===== config.mk =====
export PLATFORM = sky130hd
export DESIGN_NAME = utf8_decoder_latin1_fallback
export DESIGN_NICKNAME = d
export VERILOG_FILES = /design/src/rtl/utf8d_pkg.sv /design/src/rtl/utf8d_core.sv /design/src/rtl/utf8d_burst.sv /design/src/rtl/utf8_decoder_latin1_fallback.sv
export SDC_FILE = /design/constraint.sdc
export NUM_CORES = 1
export LEC_CHECK = 0
export BUFFER_PORTS_ARGS = -buffer_cell sky130_fd_sc_hd__buf_2
export CORE_ASPECT_RATIO = 1.1
export CORE_UTILIZATION = 64
export DETAILED_ROUTE_END_ITERATION = 10
export GPL_TIMING_DRIVEN = 0
export PLACE_DENSITY_LB_ADDON = 0.3
export SYNTH_ARGS = -nofsm -noshare
export SYNTH_HDL_FRONTEND = slang
export SYNTH_SLANG_ARGS = --single-unit

===== constraint.sdc =====
create_clock -name clk_i -period 6.9 [get_ports clk_i]
set_input_delay 0.69 -clock clk_i [delete_from_list [all_inputs] [get_ports clk_i]]
set_output_delay 0.69 -clock clk_i [all_outputs]
set_load 0.02 [all_outputs]

===== src/rtl/utf8d_pkg.sv =====
// shared types and constants for the utf-8 decoder with latin-1 fallback
package utf8d_pkg;

  localparam int unsigned ByteW  = 8;
  localparam int unsigned CpW    = 21;
  localparam int unsigned MaxRes = 4;
  localparam int unsigned CntW   = $clog2(MaxRes + 1);

  // results caused by one input byte, in delivery order
  typedef struct packed {
    logic [MaxRes-1:0][CpW-1:0] cp;
    logic [CntW-1:0]            cnt;
    logic                       fin;
  } burst_t;

endpackage


===== src/rtl/utf8d_core.sv =====
// decoder state and per-byte decode into a result burst
module utf8d_core
  import utf8d_pkg::*;
(
  input  logic             clk_i,
  input  logic             rst_ni,
  input  logic             take_i,
  input  logic [ByteW-1:0] data_byte_i,
  input  logic             final_byte_i,
  output burst_t           burst_o
);

  logic [ByteW-1:0] lead_q, lead_d;
  logic [ByteW-1:0] trail_q [2];
  logic [ByteW-1:0] trail_d [2];
  logic [1:0]       needed_q, needed_d;
  logic [1:0]       held_q, held_d;

  logic             is_trail;
  logic             lead_ok;
  logic [1:0]       fresh_n;
  logic             fresh_open;
  logic [1:0]       base;
  logic [4:0]       lead5;
  logic [CpW-1:0]   joined;
  logic [1:0]       held_p1;

  assign is_trail = data_byte_i[7:6] == 2'b10;
  assign lead_ok  = data_byte_i[7] && data_byte_i[6] &&
                    !(data_byte_i[5] && data_byte_i[4] && data_byte_i[3]);
  assign fresh_n  = !data_byte_i[5] ? 2'd1 : (!data_byte_i[4] ? 2'd2 : 2'd3);
  assign fresh_open = lead_ok && !final_byte_i;
  assign held_p1  = held_q + 2'd1;

  // lead payload bits by sequence length
  always_comb begin
    case (needed_q)
      2'd1:    lead5 = lead_q[4:0];
      2'd2:    lead5 = {1'b0, lead_q[3:0]};
      default: lead5 = {2'b00, lead_q[2:0]};
    endcase
  end

  always_comb begin
    case (held_q)
      2'd0:    joined = {10'd0, lead5, data_byte_i[5:0]};
      2'd1:    joined = {4'd0, lead5, trail_q[0][5:0], data_byte_i[5:0]};
      default: joined = {lead5[2:0], trail_q[0][5:0], trail_q[1][5:0], data_byte_i[5:0]};
    endcase
  end

  always_comb begin
    lead_d     = lead_q;
    trail_d[0] = trail_q[0];
    trail_d[1] = trail_q[1];
    needed_d   = needed_q;
    held_d     = held_q;
    base       = 2'd0;
    burst_o.cp[0] = {{(CpW-ByteW){1'b0}}, lead_q};
    burst_o.cp[1] = {{(CpW-ByteW){1'b0}}, trail_q[0]};
    burst_o.cp[2] = {{(CpW-ByteW){1'b0}}, trail_q[1]};
    burst_o.cp[3] = '0;
    burst_o.cnt   = '0;
    burst_o.fin   = final_byte_i;

    if (needed_q != 2'd0 && is_trail && held_p1 == needed_q) begin
      // sequence complete
      burst_o.cp[0] = joined;
      burst_o.cnt   = CntW'(1);
      needed_d      = 2'd0;
      held_d        = 2'd0;
    end else if (needed_q != 2'd0 && is_trail && !final_byte_i) begin
      trail_d[held_q[0]] = data_byte_i;
      held_d             = held_p1;
    end else begin
      if (needed_q != 2'd0) begin
        // broken or truncated: lead and held trails go out raw
        base     = held_p1;
        needed_d = 2'd0;
        held_d   = 2'd0;
      end
      if (fresh_open) begin
        burst_o.cnt = {1'b0, base};
        lead_d      = data_byte_i;
        needed_d    = fresh_n;
        held_d      = 2'd0;
      end else begin
        burst_o.cp[base] = {{(CpW-ByteW){1'b0}}, data_byte_i};
        burst_o.cnt      = {1'b0, base} + CntW'(1);
      end
    end
  end

  always_ff @(posedge clk_i or negedge rst_ni) begin
    if (!rst_ni) begin
      lead_q   <= '0;
      needed_q <= '0;
      held_q   <= '0;
    end else if (take_i) begin
      lead_q   <= lead_d;
      needed_q <= needed_d;
      held_q   <= held_d;
    end
  end

  always_ff @(posedge clk_i) begin
    if (take_i) begin
      trail_q[0] <= trail_d[0];
      trail_q[1] <= trail_d[1];
    end
  end

endmodule


===== src/rtl/utf8d_burst.sv =====
// result register holding one burst, drained one result per transfer
module utf8d_burst
  import utf8d_pkg::*;
(
  input  logic           clk_i,
  input  logic           rst_ni,
  input  logic           load_i,
  input  burst_t         burst_i,
  input  logic           out_stall_i,
  output logic           can_load_o,
  output logic           out_valid_o,
  output logic [CpW-1:0] code_point_o,
  output logic           last_of_run_o,
  output logic           string_done_o
);

  logic [MaxRes-1:0][CpW-1:0] cp_q, cp_d;
  logic [CntW-1:0]            cnt_q, cnt_d;
  logic                       fin_q, fin_d;
  logic                       out_fire;
  logic                       is_last;

  assign out_valid_o   = cnt_q != '0;
  assign out_fire      = out_valid_o && !out_stall_i;
  assign is_last       = cnt_q == CntW'(1);
  assign can_load_o    = !out_valid_o || (is_last && !out_stall_i);
  assign code_point_o  = cp_q[0];
  assign last_of_run_o = is_last;
  assign string_done_o = is_last && fin_q;

  always_comb begin
    cp_d  = cp_q;
    cnt_d = cnt_q;
    fin_d = fin_q;
    if (out_fire) begin
      for (int i = 0; i < MaxRes - 1; i++) begin
        cp_d[i] = cp_q[i+1];
      end
      cnt_d = cnt_q - CntW'(1);
    end
    if (load_i) begin
      cp_d  = burst_i.cp;
      cnt_d = burst_i.cnt;
      fin_d = burst_i.fin;
    end
  end

  always_ff @(posedge clk_i or negedge rst_ni) begin
    if (!rst_ni) begin
      cnt_q <= '0;
    end else begin
      cnt_q <= cnt_d;
    end
  end

  always_ff @(posedge clk_i) begin
    cp_q  <= cp_d;
    fin_q <= fin_d;
  end

endmodule


===== src/rtl/utf8_decoder_latin1_fallback.sv =====
// top level: lenient utf-8 decoder with latin-1 fallback
//
//  channel | direction | handshake              | payload
//  --------+-----------+------------------------+----------------------------------------
//  in      | sink      | in_valid_i / in_stall_o | data_byte_i, final_byte_i
//  out     | source    | out_valid_o / out_stall_i | code_point_o, last_of_run_o, string_done_o
//
// a byte is latched in the input register, decoded once the result register can take its
// burst, and its results (zero to four) are loaded into the result register as one burst
// bytes that yield at most one result each are taken at one byte a cycle while the output
// does not stall; a fallback burst holds the input until only its last result is left
// the first result is offered once its burst is loaded and transfers when out_stall_i is low
// reset clears the input valid, the open sequence and the result count
// a stalled output stalls the input only once the input register is occupied
module utf8_decoder_latin1_fallback
  import utf8d_pkg::*;
(
  input  logic             clk_i,
  input  logic             rst_ni,
  input  logic             in_valid_i,
  output logic             in_stall_o,
  input  logic [ByteW-1:0] data_byte_i,
  input  logic             final_byte_i,
  output logic             out_valid_o,
  input  logic             out_stall_i,
  output logic [CpW-1:0]   code_point_o,
  output logic             last_of_run_o,
  output logic             string_done_o
);

  // input register
  logic             in_vld_q, in_vld_d;
  logic [ByteW-1:0] byte_q;
  logic             fin_q;

  logic   can_load;
  logic   take;
  logic   in_fire;
  burst_t burst;

  // the held byte is decoded once the result register can take its burst
  assign take       = in_vld_q && can_load;
  assign in_stall_o = in_vld_q && !take;
  assign in_fire    = in_valid_i && !in_stall_o;

  always_comb begin
    in_vld_d = in_vld_q;
    if (in_fire) begin
      in_vld_d = 1'b1;
    end else if (take) begin
      in_vld_d = 1'b0;
    end
  end

  always_ff @(posedge clk_i or negedge rst_ni) begin
    if (!rst_ni) begin
      in_vld_q <= 1'b0;
    end else begin
      in_vld_q <= in_vld_d;
    end
  end

  always_ff @(posedge clk_i) begin
    if (in_fire) begin
      byte_q <= data_byte_i;
      fin_q  <= final_byte_i;
    end
  end

  // sequence tracking and decode
  utf8d_core u_core (
    .clk_i        (clk_i),
    .rst_ni       (rst_ni),
    .take_i       (take),
    .data_byte_i  (byte_q),
    .final_byte_i (fin_q),
    .burst_o      (burst)
  );

  // result register, one result per output transfer
  utf8d_burst u_burst (
    .clk_i         (clk_i),
    .rst_ni        (rst_ni),
    .load_i        (take),
    .burst_i       (burst),
    .out_stall_i   (out_stall_i),
    .can_load_o    (can_load),
    .out_valid_o   (out_valid_o),
    .code_point_o  (code_point_o),
    .last_of_run_o (last_of_run_o),
    .string_done_o (string_done_o)
  );

endmodule

==> summary by stage <==
STA
The number of setup violations in the final report is 0. Setup repair after global routing left no endpoint under its margin. The maximum operating frequency is about 0.36 GHz.

The transition time of the tightest slew-check pin is 966 ps. The number of hold-slack violations in the final timing report is 0. The sum of negative setup slack is 0 ps. The worst path uses between 40% and 50% of the clock period. The total count of max-transition violations in the final report was 0. Headroom to the max-slew limit came out at 35.6%. The smallest clock period supported by the final layout is computed as 2800 ps.

Clock skew on the completed layout was measured at 9.82 ps.

Power and ir drop
Power comes to 2040 uW. Across the VDD grid, the largest voltage drop is around 0.33 mV. Summed over all cells, the static leakage comes to 0.00196 uW. The ratio of total power to cell area is between 400 and 500 nW/um^2.

Outcome
The flow ran to the end, and the final reports show no timing, DRC or antenna violations.

Logic synthesis
The synthesis-stage register bit count is 87. Dividing the synthesized area by the synthesized cell count gives between 10 and 15 sq um. Sequential elements use 59.3% of the synthesized area. The area share of the largest cell type after synthesis is approximately 50%. Counting distinct cell types in the post-synthesis netlist gives between 50 and 60. The number of flops mapped to enable cells by yosys is 71.

The largest area contributor in the synthesized netlist is sky130_fd_sc_hd__edfxtp_1. The post-synthesis instance total is 340. For this run, the leading register cell type out of synthesis is sky130_fd_sc_hd__edfxtp_1. The count of yosys warnings during synthesis is 0. After synthesis, the cell types taking the most area are sky130_fd_sc_hd__edfxtp_1, sky130_fd_sc_hd__dfrtp_1, sky130_fd_sc_hd__mux2i_1, sky130_fd_sc_hd__buf_4, sky130_fd_sc_hd__nor2_1. The total nets after synthesis is 362. After synthesis the cells add up to 4270 sq um.

After synthesis, the share of flip-flops with an asynchronous set or reset is between 10% and 20%.

Clocking
For this design, the sink count on the clock tree is between 80 and 90. TritonCTS built the clock tree. The deepest clock path buffer count is 2. The cell sitting at the root of the clock tree is a sky130_fd_sc_hd__clkbuf_8. The H-tree depth is 3. Counting the buffers created by CTS gives 9. The count of hold buffers inserted by post-cts repair is 0.

The buffers inserted during post-CTS setup optimization is 0. The register clock-pin slew on the reported worst setup and hold paths is 90 ps. The number of gates resized after CTS was 0. The later pin in the worst-skew pair is clocked with a latency of 360 ps.

Run
Max-cap violations in this run came to 0.

Layout
The layout has 408 filler cells. The commonest non-fill, non-tap cell in the layout is sky130_fd_sc_hd__edfxtp_1. 0 antenna diodes ended up in the layout.

In the final layout, the share of cells above drive strength 1 is between 20% and 30%. Compared with the post-synthesis result, the final layout area differs by 11.7%. For this run, the post-layout net count is 411. In the layout the commonest cells are sky130_fd_sc_hd__edfxtp_1, sky130_fd_sc_hd__nor2_1, sky130_fd_sc_hd__buf_2, sky130_fd_sc_hd__a21oi_1, sky130_fd_sc_hd__buf_4.

Worst setup path
Walking the worst path, the cells encountered are buf_4 > inv_1 > ha_1 > buf_4 > xnor2_1 > nand4_1 > nand3_1 > nor2_1. The data required time at the worst endpoint is 6890 ps. The worst setup path is launched from a flip-flop.

The critical path is of the reg -> reg type. The cell repeated most along the worst path is sky130_fd_sc_hd__buf_4. The worst setup path is captured at a flip-flop. In this run the worst path has a maximum fanout of 9.

On the critical path, the stage with the largest delay is an instance of sky130_fd_sc_hd__nor2_1. Counting cells, the worst reg-to-reg path comes to 8. The worst stage delay on the critical path is 700 ps. For the worst setup path, the data arrival time is 2790 ps.

Die
After floorplanning, the core was divided into 30 placement rows. The total die area is 7010 sq um. The initial utilization of the core area, before any placement, comes to roughly 68%.

Measured along the x axis, the die boundary spans 79.9 um. The height of the chip is 87.7 um. After floorplanning, the core was sized to cover 6310 sq um.

The number of I/O pins is 38.

Routing
The total wire length after detailed routing is 8650 um. Dividing the detail-routed wire length by the instance count gives ~18 um. The detailed-route DRC error count is 0.

The number of iterations in the first detailed-routing pass is 5. The final route contains between 2000 and 3000 vias. After detailed routing, the number of vias per cell comes to between 5 and 6.

In this run the remaining antenna-violating nets after routing total 0. In this run, the number of DRC markers left after iteration 0 of detailed routing was 224.

Global route
In the global route stage, overall resource usage came out at a little over a quarter. The number of global-route vias before repair is 2665. The number of antenna violations at the first check in global routing was 0.

The leftover overflow at the end of global routing is 0. The wire length of the first global-routing pass is 13300 um. The pin count of the biggest net entering global routing is 25.

Min path
In this run the worst hold path is classified as in -> async.

Placement
The number of input and output port buffers inserted is 37. The final RePlAce weighted congestion is 0.948. The placed wire-length estimate after detailed placement is 5960 um.
[critical path, delay by kind of cell (launching register included)]
kind                     cells  cell delay, ps
AND/OR/NAND/NOR              3            1170
buffers and inverters        3             450
flip-flops                   1             360
adder cells (fa/ha/maj)      1             310
XOR/XNOR                     1             130
[stage by stage]
| stage | hold WS (ps) | cells | setup WS [ps] | utilization (%) | cell area (sq um) |
|---|---|---|---|---|---|
| finish | 264 | 474 | 4100 | 75.6 | 4770 |
| detailed placement | 463 | 458 | 3950 | 72.9 | 4600 |
| CTS | 262 | 474 | 4100 | 75.6 | 4770 |
| floorplan | 394 | 340 | 3350 | - | 4270 |
| global placement | 454 | 457 | 2480 | 72.3 | 4560 |
| global route | 277 | 474 | 3950 | 75.6 | 4770 |
[registers in the layout, summed over array words and instances (netlist names)]
signal                cells
u_burst.cp_q             24
u_burst.code_point_o     21
u_core.trail_q           16
byte_q                    8
u_core.lead_q             8
u_burst.cnt_q             3
u_core.held_q             2
u_core.needed_q           2
fin_q                     1
in_vld_q                  1
u_burst.fin_q             1
[power breakdown]
part	total [uW]	switching (uW)	leakage, uW	internal [uW]
combinational	834	501	0.000988	333
sequential	884	93.4	0.000884	791
clock	324	188	0.0000902	136
[path summary, 6_finish.rpt]
check	slack, ps	end	startpoint
worst max-delay path	4100	u_core.trail_q[0][1]$_DFFE_PP_	u_core.held_q[0]$_DFFE_PN0P_
min in group clk_i	480	u_core.trail_q[0][7]$_DFFE_PP_	byte_q[7]$_DFFE_PP_
max in group asynchronous	6330	u_core.lead_q[0]$_DFFE_PN0P_	rst_ni
worst min-delay path	260	u_core.lead_q[1]$_DFFE_PN0P_	rst_ni
worst min register to register	480	u_core.trail_q[0][7]$_DFFE_PP_	byte_q[7]$_DFFE_PP_
worst max register to register	4100	u_core.trail_q[0][1]$_DFFE_PP_	u_core.held_q[0]$_DFFE_PN0P_
[cells in the mapped netlist (6+ instances only)]
master,n
sky130_fd_sc_hd__a21oi_1,29
sky130_fd_sc_hd__a22oi_1,7
sky130_fd_sc_hd__and2_1,9
sky130_fd_sc_hd__buf_4,25
sky130_fd_sc_hd__clkbuf_1,8
sky130_fd_sc_hd__dfrtp_1,16
sky130_fd_sc_hd__edfxtp_1,71
sky130_fd_sc_hd__ha_1,9
sky130_fd_sc_hd__inv_1,12
sky130_fd_sc_hd__mux2_2,6
sky130_fd_sc_hd__mux2i_1,22
sky130_fd_sc_hd__nand2_1,11
sky130_fd_sc_hd__nand2b_1,6
sky130_fd_sc_hd__nor2_1,40
[kinds of logic (layout without fill, tap and decap cells)]
| logic type | after synthesis | in the layout | share of synthesized area, % |
|---|---|---|---|
| buffers and inverters | 50 | 104 | 7.09 |
| XOR/XNOR | 3 | 3 | 0.791 |
| flip-flops | 87 | 87 | 59.3 |
| adder cells (fa/ha/maj) | 9 | 9 | 2.64 |
| multiplexers | 28 | 28 | 6.74 |
| AND/OR/NAND/NOR | 97 | 97 | 12.1 |
| AO/OA/AOI/OAI | 66 | 66 | 11.4 |
[metal layers]
| metal | part of all wire, % | up-vias | track usage, % | wire length (um) |
|---|---|---|---|---|
| met2 | 48 | 141 | 43.2 | 4190 |
| met3 | 6.5 | 27 | 4.06 | 565 |
| met1 | 41 | 1304 | 33.7 | 3510 |
| met5 | 0 | - | 0 | 0 |
| li1 | - | 1310 | - | - |
| met4 | 4.4 | 0 | 18.7 | 383 |
[final cells by class]
type,count,area (sq um),share of cell area [%]
clock inverters,5,42.5,0.892
well taps,80,100,2.10
flip-flops and latches,87,2530,53.1
inverters,12,45.0,0.944
multi-input cells,203,1450,30.4
clock buffers,11,131,2.75
repair buffers,38,213,4.46
plain buffers,38,258,5.40
No activity file was read; power rests on OpenSTA's default activity.
